--- src/rtl/mbx_pkg.sv ---
// Shared types and constants for the multi-slot byte mailbox.
// No dependencies; imported by the front, back and top-level modules.
`default_nettype none

package mbx_pkg;

    // Fixed port widths
    localparam int KIND_W   = 3;
    localparam int KEY_W    = 64;
    localparam int SLOT_W_P = 3;
    localparam int BYTE_W   = 8;
    localparam int STATUS_W = 3;

    // Default sizes
    localparam int SLOT_COUNT_DEF  = 8;
    localparam int QUEUE_DEPTH_DEF = 16;
    localparam int KEY_BITS_DEF    = 64;

    typedef logic [KIND_W-1:0]   t_kind;
    typedef logic [STATUS_W-1:0] t_status;

    // Request kinds; KIND_BAD marks anything the back end just rejects
    localparam t_kind KIND_CREATE = 3'd0;
    localparam t_kind KIND_OPEN   = 3'd1;
    localparam t_kind KIND_REMOVE = 3'd2;
    localparam t_kind KIND_WRITE  = 3'd3;
    localparam t_kind KIND_READ   = 3'd4;
    localparam t_kind KIND_BAD    = 3'd7;

    localparam t_status STAT_OK        = 3'd0;
    localparam t_status STAT_NOT_FOUND = 3'd1;
    localparam t_status STAT_FULL      = 3'd2;
    localparam t_status STAT_BAD_DESC  = 3'd3;
    localparam t_status STAT_EOF       = 3'd4;
    localparam t_status STAT_OVERFLOW  = 3'd5;

    // Classified item handed from front to back
    typedef struct packed {
        t_kind               op;
        logic [KEY_W-1:0]    name_key;
        logic [SLOT_W_P-1:0] slot;
        logic [BYTE_W-1:0]   data_byte;
        logic                final_byte;
    } t_cmd;

endpackage

`default_nettype wire

--- src/rtl/multi_slot_byte_mailbox_core.sv ---
// Result strobe: o_done is registered; an item passes the front queue, then the back end's
//   IDLE and EXEC states, plus RDATA for a read that pops a byte from the registered store.
// The back end takes a new item only after it is through with the last one, back in IDLE.
// A two-entry item queue lets start be taken while the back end works.
// Reset is synchronous and clears the slot table and all ring pointers at once.
// Top level of the mailbox; depends on mbx_pkg, mbx_front, mbx_back (mbx_ram).
`default_nettype none

module multi_slot_byte_mailbox_core
    import mbx_pkg::*;
#(
    parameter int SLOT_COUNT  = SLOT_COUNT_DEF,
    parameter int QUEUE_DEPTH = QUEUE_DEPTH_DEF,
    parameter int KEY_BITS    = KEY_BITS_DEF
) (
    input  wire logic                i_clk,
    input  wire logic                i_rst_n,
    input  wire logic                start,
    output logic                     busy,
    input  wire logic [KIND_W-1:0]   i_kind,
    input  wire logic [KEY_W-1:0]    i_name_key,
    input  wire logic [SLOT_W_P-1:0] i_slot,
    input  wire logic [BYTE_W-1:0]   i_data_byte,
    input  wire logic                i_final_byte,
    output logic                     o_done,
    output logic [STATUS_W-1:0]      o_status,
    output logic [SLOT_W_P-1:0]      o_slot_res,
    output logic [BYTE_W-1:0]        o_data_byte_res,
    output logic                     o_final_res
);

    logic q_valid;
    logic q_pop;
    t_cmd q_cmd;

    mbx_front #(
        .SLOT_COUNT (SLOT_COUNT)
    ) u_front (
        .i_clk        (i_clk),
        .i_rst_n      (i_rst_n),
        .start        (start),
        .busy         (busy),
        .i_kind       (i_kind),
        .i_name_key   (i_name_key),
        .i_slot       (i_slot),
        .i_data_byte  (i_data_byte),
        .i_final_byte (i_final_byte),
        .o_valid      (q_valid),
        .o_cmd        (q_cmd),
        .i_pop        (q_pop)
    );

    mbx_back #(
        .SLOT_COUNT  (SLOT_COUNT),
        .QUEUE_DEPTH (QUEUE_DEPTH),
        .KEY_BITS    (KEY_BITS)
    ) u_back (
        .i_clk           (i_clk),
        .i_rst_n         (i_rst_n),
        .i_valid         (q_valid),
        .i_cmd           (q_cmd),
        .o_pop           (q_pop),
        .o_done          (o_done),
        .o_status        (o_status),
        .o_slot_res      (o_slot_res),
        .o_data_byte_res (o_data_byte_res),
        .o_final_res     (o_final_res)
    );

endmodule

`default_nettype wire

--- src/rtl/mbx_ram.sv ---
// Generic single-write, single-read RAM with registered read data.
// No dependencies.
`default_nettype none

module mbx_ram #(
    parameter int WIDTH = 8,
    parameter int DEPTH = 128,
    localparam int ADDR_W = (DEPTH > 1) ? $clog2(DEPTH) : 1
) (
    input  wire logic              i_clk,
    input  wire logic              i_we,
    input  wire logic [ADDR_W-1:0] i_waddr,
    input  wire logic [WIDTH-1:0]  i_wdata,
    input  wire logic              i_re,
    input  wire logic [ADDR_W-1:0] i_raddr,
    output logic      [WIDTH-1:0]  o_rdata
);

    logic [WIDTH-1:0] r_mem [DEPTH];

    always_ff @(posedge i_clk) begin
        if (i_we) begin
            r_mem[i_waddr] <= i_wdata;
        end
        if (i_re) begin
            o_rdata <= r_mem[i_raddr];
        end
    end

endmodule

`default_nettype wire

--- src/rtl/mbx_front.sv ---
// Front end: takes items, classifies them, holds them in a two-entry queue.
// Depends on mbx_pkg.
`default_nettype none

module mbx_front
    import mbx_pkg::*;
#(
    parameter int SLOT_COUNT = SLOT_COUNT_DEF
) (
    input  wire logic                i_clk,
    input  wire logic                i_rst_n,
    input  wire logic                start,
    output logic                     busy,
    input  wire logic [KIND_W-1:0]   i_kind,
    input  wire logic [KEY_W-1:0]    i_name_key,
    input  wire logic [SLOT_W_P-1:0] i_slot,
    input  wire logic [BYTE_W-1:0]   i_data_byte,
    input  wire logic                i_final_byte,
    output logic                     o_valid,
    output t_cmd                     o_cmd,
    input  wire logic                i_pop
);

    t_cmd       r_q [2];
    logic       r_wr;
    logic       r_rd;
    logic [1:0] r_cnt;
    t_cmd       n_cmd;
    logic       push;
    logic       slot_ok;

    assign busy    = (r_cnt == 2'd2);
    assign push    = start && !busy;
    assign o_valid = (r_cnt != 2'd0);
    assign o_cmd   = r_q[r_rd];
    assign slot_ok = (32'(i_slot) < 32'(SLOT_COUNT));

    always_comb begin
        n_cmd.name_key   = i_name_key;
        n_cmd.slot       = i_slot;
        n_cmd.data_byte  = i_data_byte;
        n_cmd.final_byte = i_final_byte;
        unique case (i_kind)
            KIND_CREATE, KIND_OPEN, KIND_REMOVE: n_cmd.op = i_kind;
            KIND_WRITE, KIND_READ:               n_cmd.op = slot_ok ? i_kind : KIND_BAD;
            default:                             n_cmd.op = KIND_BAD;
        endcase
    end

    always_ff @(posedge i_clk) begin
        if (push) begin
            r_q[r_wr] <= n_cmd;
        end
    end

    always_ff @(posedge i_clk) begin
        if (!i_rst_n) begin
            r_wr  <= 1'b0;
            r_rd  <= 1'b0;
            r_cnt <= 2'd0;
        end else begin
            if (push) begin
                r_wr <= ~r_wr;
            end
            if (i_pop) begin
                r_rd <= ~r_rd;
            end
            r_cnt <= r_cnt + {1'b0, push} - {1'b0, i_pop};
        end
    end

`ifndef NO_ASSERTIONS
    a_pop_nonempty: assert property (@(posedge i_clk) disable iff (!i_rst_n)
        i_pop |-> (r_cnt != 2'd0))
        else $error("pop from empty item queue");
    a_cnt_range: assert property (@(posedge i_clk) disable iff (!i_rst_n)
        r_cnt != 2'd3)
        else $error("item queue count out of range");
    a_push_only: assert property (@(posedge i_clk) disable iff (!i_rst_n)
        (push && !i_pop) |=> (r_cnt == $past(r_cnt) + 2'd1))
        else $error("item queue count lost a push");
`endif

endmodule

`default_nettype wire

--- src/rtl/mbx_back.sv ---
// Back end: slot table, per-slot ring pointers and the byte store; runs one
// item at a time and drives the result registers. Depends on mbx_pkg, mbx_ram.
`default_nettype none

module mbx_back
    import mbx_pkg::*;
#(
    parameter int SLOT_COUNT  = SLOT_COUNT_DEF,
    parameter int QUEUE_DEPTH = QUEUE_DEPTH_DEF,
    parameter int KEY_BITS    = KEY_BITS_DEF
) (
    input  wire logic                i_clk,
    input  wire logic                i_rst_n,
    input  wire logic                i_valid,
    input  wire t_cmd                i_cmd,
    output logic                     o_pop,
    output logic                     o_done,
    output logic [STATUS_W-1:0]      o_status,
    output logic [SLOT_W_P-1:0]      o_slot_res,
    output logic [BYTE_W-1:0]        o_data_byte_res,
    output logic                     o_final_res
);

    localparam int SLOT_W = (SLOT_COUNT > 1) ? $clog2(SLOT_COUNT) : 1;
    localparam int PTR_W  = $clog2(QUEUE_DEPTH);
    localparam int CNT_W  = $clog2(QUEUE_DEPTH + 1);
    localparam int ADDR_W = $clog2(SLOT_COUNT * QUEUE_DEPTH);

    localparam logic [1:0] S_IDLE  = 2'd0;
    localparam logic [1:0] S_EXEC  = 2'd1;
    localparam logic [1:0] S_RDATA = 2'd2;

    logic [1:0]            r_state, n_state;
    t_cmd                  r_cmd;
    logic [SLOT_COUNT-1:0] r_match;
    logic [SLOT_COUNT-1:0] r_used, n_used;
    logic [KEY_BITS-1:0]   r_name [SLOT_COUNT];
    logic [PTR_W-1:0]      r_head [SLOT_COUNT];
    logic [PTR_W-1:0]      r_tail [SLOT_COUNT];
    logic [CNT_W-1:0]      r_cnt  [SLOT_COUNT];
    logic [PTR_W-1:0]      n_head [SLOT_COUNT];
    logic [PTR_W-1:0]      n_tail [SLOT_COUNT];
    logic [CNT_W-1:0]      n_cnt  [SLOT_COUNT];

    logic                  free_hit, match_hit;
    logic [SLOT_W-1:0]     lowest_free, match_idx, sidx;
    logic                  name_we;
    logic                  n_done;
    t_status               n_status;
    logic [SLOT_W_P-1:0]   n_slot_res;
    logic [BYTE_W-1:0]     n_data;
    logic                  ram_we, ram_re;
    logic [ADDR_W-1:0]     ram_waddr, ram_raddr, slot_base;
    logic [BYTE_W-1:0]     ram_rdata;

    function automatic logic [PTR_W-1:0] ring_next(input logic [PTR_W-1:0] p);
        return (p == PTR_W'(QUEUE_DEPTH - 1)) ? '0 : p + PTR_W'(1);
    endfunction

    assign sidx      = SLOT_W'(r_cmd.slot);
    assign slot_base = ADDR_W'(sidx) * ADDR_W'(QUEUE_DEPTH);
    assign ram_waddr = slot_base + ADDR_W'(r_tail[sidx]);
    assign ram_raddr = slot_base + ADDR_W'(r_head[sidx]);
    assign o_pop     = (r_state == S_IDLE) && i_valid;

    // lowest free slot and lowest matching used slot
    always_comb begin
        free_hit    = 1'b0;
        lowest_free = '0;
        match_hit   = 1'b0;
        match_idx   = '0;
        for (int i = SLOT_COUNT - 1; i >= 0; i--) begin
            if (!r_used[i]) begin
                free_hit    = 1'b1;
                lowest_free = SLOT_W'(i);
            end
            if (r_match[i]) begin
                match_hit = 1'b1;
                match_idx = SLOT_W'(i);
            end
        end
    end

    always_comb begin
        n_state    = r_state;
        n_used     = r_used;
        n_head     = r_head;
        n_tail     = r_tail;
        n_cnt      = r_cnt;
        name_we    = 1'b0;
        ram_we     = 1'b0;
        ram_re     = 1'b0;
        n_done     = 1'b0;
        n_status   = STAT_OK;
        n_slot_res = r_cmd.slot;
        n_data     = '0;
        unique case (r_state)
            S_IDLE: begin
                if (i_valid) begin
                    n_state = S_EXEC;
                end
            end
            S_EXEC: begin
                n_state = S_IDLE;
                n_done  = 1'b1;
                unique case (r_cmd.op)
                    KIND_CREATE: begin
                        if (free_hit) begin
                            n_used[lowest_free] = 1'b1;
                            n_head[lowest_free] = '0;
                            n_tail[lowest_free] = '0;
                            n_cnt[lowest_free]  = '0;
                            name_we             = 1'b1;
                            n_slot_res          = SLOT_W_P'(lowest_free);
                        end else begin
                            n_status = STAT_FULL;
                        end
                    end
                    KIND_OPEN: begin
                        if (match_hit) begin
                            n_slot_res = SLOT_W_P'(match_idx);
                        end else begin
                            n_status = STAT_NOT_FOUND;
                        end
                    end
                    KIND_REMOVE: begin
                        if (match_hit) begin
                            n_used[match_idx] = 1'b0;
                        end else begin
                            n_status = STAT_NOT_FOUND;
                        end
                    end
                    KIND_WRITE: begin
                        if (!r_used[sidx]) begin
                            n_status = STAT_BAD_DESC;
                        end else if (r_cnt[sidx] == CNT_W'(QUEUE_DEPTH)) begin
                            n_status = STAT_OVERFLOW;
                        end else begin
                            ram_we       = 1'b1;
                            n_tail[sidx] = ring_next(r_tail[sidx]);
                            n_cnt[sidx]  = r_cnt[sidx] + CNT_W'(1);
                        end
                    end
                    KIND_READ: begin
                        if (!r_used[sidx]) begin
                            n_status = STAT_BAD_DESC;
                        end else if (r_cnt[sidx] == '0) begin
                            n_status = STAT_EOF;
                        end else begin
                            // byte comes back from the store next cycle
                            ram_re       = 1'b1;
                            n_head[sidx] = ring_next(r_head[sidx]);
                            n_cnt[sidx]  = r_cnt[sidx] - CNT_W'(1);
                            n_done       = 1'b0;
                            n_state      = S_RDATA;
                        end
                    end
                    default: begin
                        n_status = STAT_BAD_DESC;
                    end
                endcase
            end
            S_RDATA: begin
                n_state = S_IDLE;
                n_done  = 1'b1;
                n_data  = ram_rdata;
            end
            default: begin
                n_state = S_IDLE;
            end
        endcase
    end

    always_ff @(posedge i_clk) begin
        if (!i_rst_n) begin
            r_state <= S_IDLE;
            r_used  <= '0;
            o_done  <= 1'b0;
            for (int i = 0; i < SLOT_COUNT; i++) begin
                r_head[i] <= '0;
                r_tail[i] <= '0;
                r_cnt[i]  <= '0;
            end
        end else begin
            r_state <= n_state;
            r_used  <= n_used;
            r_head  <= n_head;
            r_tail  <= n_tail;
            r_cnt   <= n_cnt;
            o_done  <= n_done;
        end
    end

    always_ff @(posedge i_clk) begin
        if (o_pop) begin
            r_cmd <= i_cmd;
            for (int i = 0; i < SLOT_COUNT; i++) begin
                r_match[i] <= r_used[i] && (r_name[i] == KEY_BITS'(i_cmd.name_key));
            end
        end
        if (name_we) begin
            r_name[lowest_free] <= KEY_BITS'(r_cmd.name_key);
        end
        o_status        <= n_status;
        o_slot_res      <= n_slot_res;
        o_data_byte_res <= n_data;
        o_final_res     <= r_cmd.final_byte;
    end

    mbx_ram #(
        .WIDTH (BYTE_W),
        .DEPTH (SLOT_COUNT * QUEUE_DEPTH)
    ) u_store (
        .i_clk   (i_clk),
        .i_we    (ram_we),
        .i_waddr (ram_waddr),
        .i_wdata (r_cmd.data_byte),
        .i_re    (ram_re),
        .i_raddr (ram_raddr),
        .o_rdata (ram_rdata)
    );

`ifndef NO_ASSERTIONS
    a_done_gap: assert property (@(posedge i_clk) disable iff (!i_rst_n)
        o_done |=> !o_done)
        else $error("two results in consecutive cycles");
    a_create_marks: assert property (@(posedge i_clk) disable iff (!i_rst_n)
        (r_state == S_EXEC && r_cmd.op == KIND_CREATE && free_hit)
            |=> r_used[$past(lowest_free)])
        else $error("created slot not marked used");
    a_cnt_bound: assert property (@(posedge i_clk) disable iff (!i_rst_n)
        (r_state == S_EXEC && (r_cmd.op == KIND_WRITE || r_cmd.op == KIND_READ))
            |-> (r_cnt[sidx] <= CNT_W'(QUEUE_DEPTH)))
        else $error("queue count above depth");
`endif

endmodule

`default_nettype wire
--- config.mk ---
export PLATFORM = sky130hd
export DESIGN_NAME = multi_slot_byte_mailbox_core
export DESIGN_NICKNAME = d
export VERILOG_FILES = /design/src/rtl/mbx_pkg.sv /design/src/rtl/multi_slot_byte_mailbox_core.sv /design/src/rtl/mbx_ram.sv /design/src/rtl/mbx_front.sv /design/src/rtl/mbx_back.sv
export SDC_FILE = /design/constraint.sdc
export NUM_CORES = 2
export LEC_CHECK = 0
export ABC_AREA = 1
export BUFFER_PORTS_ARGS = -buffer_cell sky130_fd_sc_hd__buf_2
export CORE_UTILIZATION = 50
export CTS_BUF_LIST = sky130_fd_sc_hd__clkbuf_8
export DETAILED_ROUTE_END_ITERATION = 7
export PLACE_DENSITY = 0.7
export SLEW_MARGIN = 5
export SYNTH_ARGS = -nofsm -noshare
export SYNTH_HDL_FRONTEND = slang
export SYNTH_SLANG_ARGS = --single-unit
--- constraint.sdc ---
create_clock -name i_clk -period 13.9 [get_ports i_clk]
set_input_delay 2.78 -clock i_clk [delete_from_list [all_inputs] [get_ports i_clk]]
set_output_delay 2.78 -clock i_clk [all_outputs]
set_load 0.01 [all_outputs]
==> flow_summary.html <==
<table>
<tr><th>Metric</th><th>Value</th></tr>
<tr><th colspan="2">Final layout</th></tr>
<tr><td>Net count reported at finish</td><td>7219</td></tr>
<tr><td>Final non-filler cell total</td><td>9440</td></tr>
<tr><td>Growth of design area from synthesis to finish</td><td>9.83%</td></tr>
<tr><td>Layout cells sized above 1</td><td>9.48%</td></tr>
<tr><td>Area of all placed cells without fillers</td><td>88000 sq um</td></tr>
<tr><th colspan="2">Placed design</th></tr>
<tr><td>Cell count after placement</td><td>8869</td></tr>
<tr><td>Final GP Congestion</td><td>0.984</td></tr>
<tr><td>Detailed-placement wirelength estimate</td><td>154 mm</td></tr>
<tr><td>Placed cell area</td><td>82200 sq um</td></tr>
<tr><td>Pre-CTS setup slack</td><td>8.33 ns</td></tr>
<tr><td>PortBufs</td><td>98</td></tr>
<tr><th colspan="2">Timing</th></tr>
<tr><td>Number of failing setup endpoints in the final timing report</td><td>0</td></tr>
<tr><td>Worst-margin pin slew</td><td>1.42 ns</td></tr>
<tr><td>Setup ws final</td><td>8.24 ns</td></tr>
<tr><td>Setup TNS</td><td>0 ns</td></tr>
<tr><td>RSZ-0062 raised after global routing</td><td>no</td></tr>
<tr><td>Crit share post-route</td><td>40.7%</td></tr>
<tr><td>Fmax</td><td>0.177 GHz</td></tr>
<tr><td>Setup Skew</td><td>0.0780 ns</td></tr>
<tr><td>Final number of hold-violating endpoints</td><td>0</td></tr>
<tr><td>Time the final worst path needs with I/O delays and setup</td><td>5.66 ns</td></tr>
<tr><td>Headroom to the max-slew limit</td><td>5.24%</td></tr>
<tr><td>Number of pins exceeding their max-slew limit in the final report</td><td>0</td></tr>
<tr><th colspan="2">Routing</th></tr>
<tr><td>Drt first-iter violations</td><td>7271</td></tr>
<tr><td>Post-DRT Antenna Nets</td><td>0</td></tr>
<tr><td>Via total after detailed routing</td><td>56200</td></tr>
<tr><td># DRC</td><td>0</td></tr>
<tr><td>WL/cell</td><td>26.1 microns</td></tr>
<tr><td>Vias per Instance</td><td>5.95</td></tr>
<tr><td>DRT Pass-1 Iters</td><td>8</td></tr>
<tr><td>Routed WL</td><td>246 mm</td></tr>
<tr><th colspan="2">Synth</th></tr>
<tr><td>Commonest register cell after synthesis</td><td>sky130_fd_sc_hd__edfxtp_1</td></tr>
<tr><td>Synthesized area divided by synthesized cell count</td><td>11.5 sq um</td></tr>
<tr><td>Post-synthesis async set-or-reset flop share</td><td>0%</td></tr>
<tr><td>Mux cell area share after synthesis</td><td>0%</td></tr>
<tr><td>Netlist cell types</td><td>62</td></tr>
<tr><td>Main combinational cell family by area after synthesis</td><td>simple AND/OR/NAND/NOR gates</td></tr>
<tr><td>Number of synthesized flops with an enable pin</td><td>1789</td></tr>
<tr><td>Largest cells by area after synthesis</td><td>sky130_fd_sc_hd__edfxtp_1 67%, sky130_fd_sc_hd__nand2_1 9.7%, sky130_fd_sc_hd__nand3_1 6.7%</td></tr>
<tr><td>Cell accounting for the most synthesized area</td><td>sky130_fd_sc_hd__edfxtp_1</td></tr>
<tr><td>Simple-Gate Fraction of Synth Area</td><td>19.9%</td></tr>
<tr><td>Post-synthesis cell count</td><td>6963</td></tr>
<tr><td>Count of warnings emitted by yosys</td><td>0</td></tr>
<tr><td>Sequential-to-total area share from yosys stat</td><td>70.4%</td></tr>
<tr><td>Compound-cell area share of the yosys netlist</td><td>4.26%</td></tr>
<tr><td>Area share of the largest cell type after synthesis</td><td>67.1%</td></tr>
<tr><td>Syn Nets</td><td>7054</td></tr>
<tr><td>Most frequent cells after synthesis</td><td>2071 x sky130_fd_sc_hd__nand2_1, 1789 x sky130_fd_sc_hd__edfxtp_1, 1078 x sky130_fd_sc_hd__nand3_1, 266 x sky130_fd_sc_hd__nor2_1, 231 x sky130_fd_sc_hd__inv_1</td></tr>
<tr><td>Fraction of the mapped netlist area in adder cells</td><td>0.141%</td></tr>
<tr><td>Cell with the most instances after synthesis</td><td>sky130_fd_sc_hd__nand2_1</td></tr>
<tr><td>Combined area of all synthesized cells</td><td>80100 sq um</td></tr>
<tr><td>Number of synthesized register bits</td><td>1924</td></tr>
<tr><td>Fraction of synthesized cell area in xor and xnor cells</td><td>1.99%</td></tr>
<tr><th colspan="2">Clocking</th></tr>
<tr><td>Post-CTS Hold Buffers</td><td>0</td></tr>
<tr><td>Number of gates resized after cts</td><td>0</td></tr>
<tr><td>Master cell of the clock root buffer</td><td>sky130_fd_sc_hd__clkbuf_8</td></tr>
<tr><td>Count of buffers added by post-CTS timing repair for setup</td><td>0</td></tr>
<tr><td>Post-CTS clock slew at the launch and capture registers of the worst setup and hold paths</td><td>0.06 ns</td></tr>
<tr><td>CTS HTree Levels</td><td>5</td></tr>
<tr><td>Buffer depth of the longest clock path</td><td>4</td></tr>
<tr><td>Skew-Pair Late Insertion Delay</td><td>1.08 ns</td></tr>
<tr><td>Sink Count</td><td>1924</td></tr>
<tr><td>TritonCTS clock tree</td><td>yes</td></tr>
<tr><td>Num CTS Buffers</td><td>329</td></tr>
<tr><th colspan="2">GRT</th></tr>
<tr><td>Global Route Usage Sum</td><td>30.0%</td></tr>
<tr><td>Global route total overflow</td><td>0</td></tr>
<tr><td>Global-route wire length before repair</td><td>354 mm</td></tr>
<tr><td>Initial antenna violation count</td><td>13</td></tr>
<tr><td>Pin count of the biggest net entering global routing</td><td>244</td></tr>
<tr><td>Via count of the first global-routing pass</td><td>53500</td></tr>
<tr><th colspan="2">Worst setup path</th></tr>
<tr><td>Crit path kind</td><td>flip-flop to flip-flop</td></tr>
<tr><td>Critical path, cell by cell</td><td>buf_4, buf_4, nand2_2, inv_2, nand2_1, nand2_1, nor2_1, nand2_1, inv_1, ha_1, nand3_1, nand4_1, nor2_4, nand3_2, nor2_1</td></tr>
<tr><td>Slowest cell on crit path</td><td>sky130_fd_sc_hd__nor2_1</td></tr>
<tr><td>WP data arrival</td><td>6.29 ns</td></tr>
<tr><td>Critical Path Fanout Max</td><td>44</td></tr>
<tr><td>Type of element launching the critical path</td><td>flip-flop</td></tr>
<tr><td>Worst endpoint required time</td><td>14.53 ns</td></tr>
<tr><td>Category of the worst setup path capture point</td><td>flip-flop</td></tr>
<tr><td>Top cell by count, worst path</td><td>sky130_fd_sc_hd__nand2_1</td></tr>
<tr><td>Biggest cell delay along the critical path</td><td>0.95 ns</td></tr>
<tr><th colspan="2">Pwr</th></tr>
<tr><td>Power per Cell Area</td><td>202 nW/um^2</td></tr>
<tr><td>VDD IR max</td><td>580 uV</td></tr>
<tr><td>Leak pwr</td><td>30.9 nW</td></tr>
<tr><th colspan="2">Job</th></tr>
<tr><td>Max_cap viols</td><td>0</td></tr>
<tr><th colspan="2">Floorplanning</th></tr>
<tr><td>Core Region</td><td>159000 sq um</td></tr>
<tr><td>Die Wd</td><td>402 microns</td></tr>
<tr><td>Io pins</td><td>99</td></tr>
<tr><td>Die span in y</td><td>402 microns</td></tr>
<tr><td>Die Outline Area</td><td>162000 sq um</td></tr>
<tr><td>Initial Utilization</td><td>50.5%</td></tr>
<tr><td>Num rows</td><td>146</td></tr>
<tr><th colspan="2">Hold path</th></tr>
<tr><td>Worst min path class</td><td>flip-flop to flip-flop</td></tr>
<tr><th colspan="2">Status</th></tr>
<tr><td>Run status</td><td>completed</td></tr>
</table>
==> report_power, final <==
part | internal (W) | leakage (nW) | switching, W
Clock | 0.00236 | 3.38 | 0.00227
Combinational | 0.00117 | 10.3 | 0.00408
Sequential | 0.00733 | 17.3 | 0.000554
==> area by class of cell <==
cell class | count | area [sq um]
well taps | 2072 | 2590
clock inverters | 221 | 1010
diodes | 4 | 10.0
clock buffers | 346 | 4760
multi-input cells | 4443 | 21100
flip-flops and latches | 1924 | 56400
fillers | 13200 | 70700
inverters | 259 | 985
repair buffers | 171 | 1060
==> per-stage QoR <==
step / power, W / util [%] / hold slack, ns
finish: 0.0178 / 55.4 / 0.350
global route: 0.0184 / 55.4 / 0.358
CTS: 0.0177 / 55.4 / 0.353
detailed placement: 0.0131 / 51.8 / 0.339
global placement: 0.0130 / 51.8 / 0.330
floorplan: 0.0109 / - / 0.323
==> worst max-delay path: cells and delay by family, from the launching register on <==
kind	cells	cell delay [ns]
buffers and inverters	4	1.40
flip-flops	1	0.32
AND/OR/NAND/NOR	10	3.19
adder cells (fa/ha/maj)	1	0.30
==> registers in the layout, indices dropped and copies added, names as in the netlist, 2 cells and up, named ones only <==
| signal | flops |
|---|---|
| u_back.sidx | 3 |
| u_back.r_name | 512 |
| u_front.r_q | 158 |
| u_back.o_data_byte_res | 8 |
| u_back.r_state | 2 |
| u_back.u_store.o_rdata | 8 |
| u_back.r_head | 32 |
| u_back.o_status | 3 |
| u_back.r_match | 8 |
| u_back.r_cnt | 40 |
| u_back.o_slot_res | 3 |
| u_back.u_store.r_mem | 1024 |
| u_back.r_cmd | 76 |
| u_back.r_tail | 32 |
| u_back.r_used | 8 |
| u_front.r_cnt | 2 |
==> metal layers <==
layer / vias up / share of wire (%) / GRT usage [%]
met5: - / 0.0041 / 0
met4: 2 / 5.3 / 15.2
met3: 614 / 10 / 6.14
met2: 3350 / 47 / 48.2
met1: 27300 / 37 / 38.7
li1: 25000 / - / -
==> path summary, 6_finish.rpt <==
| check | startpoint | end | slack, ns | depth (start not counted) |
|---|---|---|---|---|
| worst max-delay path | u_back.sidx[0] | u_back.u_store.r_mem[126][7] | 8.24 | 15 |
| worst max register to register | u_back.sidx[0] | u_back.u_store.r_mem[126][7] | 8.24 | 15 |
| worst min-delay path | u_back.r_cmd[0] | u_back.o_final_res | 0.35 | 0 |
| worst min register to register | u_back.r_cmd[0] | u_back.o_final_res | 0.35 | 0 |
==> logic make-up (layout without fill, tap and decap cells) <==
| logic type | count (synthesis) | after routing |
|---|---|---|
| AO/OA/AOI/OAI | 575 | 575 |
| XOR/XNOR | 182 | 182 |
| adder cells (fa/ha/maj) | 9 | 9 |
| buffers and inverters | 596 | 997 |
| flip-flops | 1924 | 1924 |
| other | 0 | 4 |
| AND/OR/NAND/NOR | 3677 | 3677 |
==> placed cells by master, fill, tap and decap left out, types with 5 or more instances in the layout <==
| cell type | netlist | routed |
|---|---|---|
| sky130_fd_sc_hd__nor2_1 | 266 | 253 |
| sky130_fd_sc_hd__nand2_2 | 15 | 18 |
| sky130_fd_sc_hd__clkinv_2 | 0 | 39 |
| sky130_fd_sc_hd__clkinv_1 | 11 | 75 |
| sky130_fd_sc_hd__xor2_1 | 49 | 49 |
| sky130_fd_sc_hd__a211oi_1 | 24 | 24 |
| sky130_fd_sc_hd__nor2_4 | 5 | 16 |
| sky130_fd_sc_hd__buf_4 | 38 | 71 |
| sky130_fd_sc_hd__nand4_1 | 67 | 67 |
| sky130_fd_sc_hd__inv_1 | 231 | 337 |
| sky130_fd_sc_hd__a22oi_1 | 9 | 9 |
| sky130_fd_sc_hd__o22ai_1 | 69 | 69 |
| sky130_fd_sc_hd__ha_1 | 9 | 9 |
| sky130_fd_sc_hd__xnor2_1 | 133 | 133 |
| sky130_fd_sc_hd__nor3_1 | 35 | 35 |
| sky130_fd_sc_hd__buf_2 | 206 | 98 |
| sky130_fd_sc_hd__edfxtp_1 | 1789 | 1789 |
| sky130_fd_sc_hd__a21oi_1 | 146 | 146 |
| sky130_fd_sc_hd__inv_2 | 17 | 17 |
| sky130_fd_sc_hd__a221oi_1 | 36 | 36 |
| sky130_fd_sc_hd__nand3_1 | 1078 | 1078 |
| sky130_fd_sc_hd__a22o_1 | 23 | 23 |
| sky130_fd_sc_hd__a21boi_0 | 5 | 5 |
| sky130_fd_sc_hd__o21ai_0 | 223 | 223 |
| sky130_fd_sc_hd__or2_2 | 48 | 48 |
| sky130_fd_sc_hd__dfxtp_1 | 135 | 134 |
| sky130_fd_sc_hd__nand3b_1 | 14 | 14 |
| sky130_fd_sc_hd__clkbuf_8 | 0 | 346 |
| sky130_fd_sc_hd__nand3_2 | 5 | 5 |
| sky130_fd_sc_hd__nor4_1 | 50 | 50 |
| sky130_fd_sc_hd__nand2_1 | 2071 | 2065 |
| sky130_fd_sc_hd__o21ai_1 | 6 | 6 |
| sky130_fd_sc_hd__nor2_2 | 5 | 7 |
| sky130_fd_sc_hd__nand2_4 | 3 | 5 |
| sky130_fd_sc_hd__o221ai_1 | 9 | 9 |
Power figures use the tool's default switching activity.
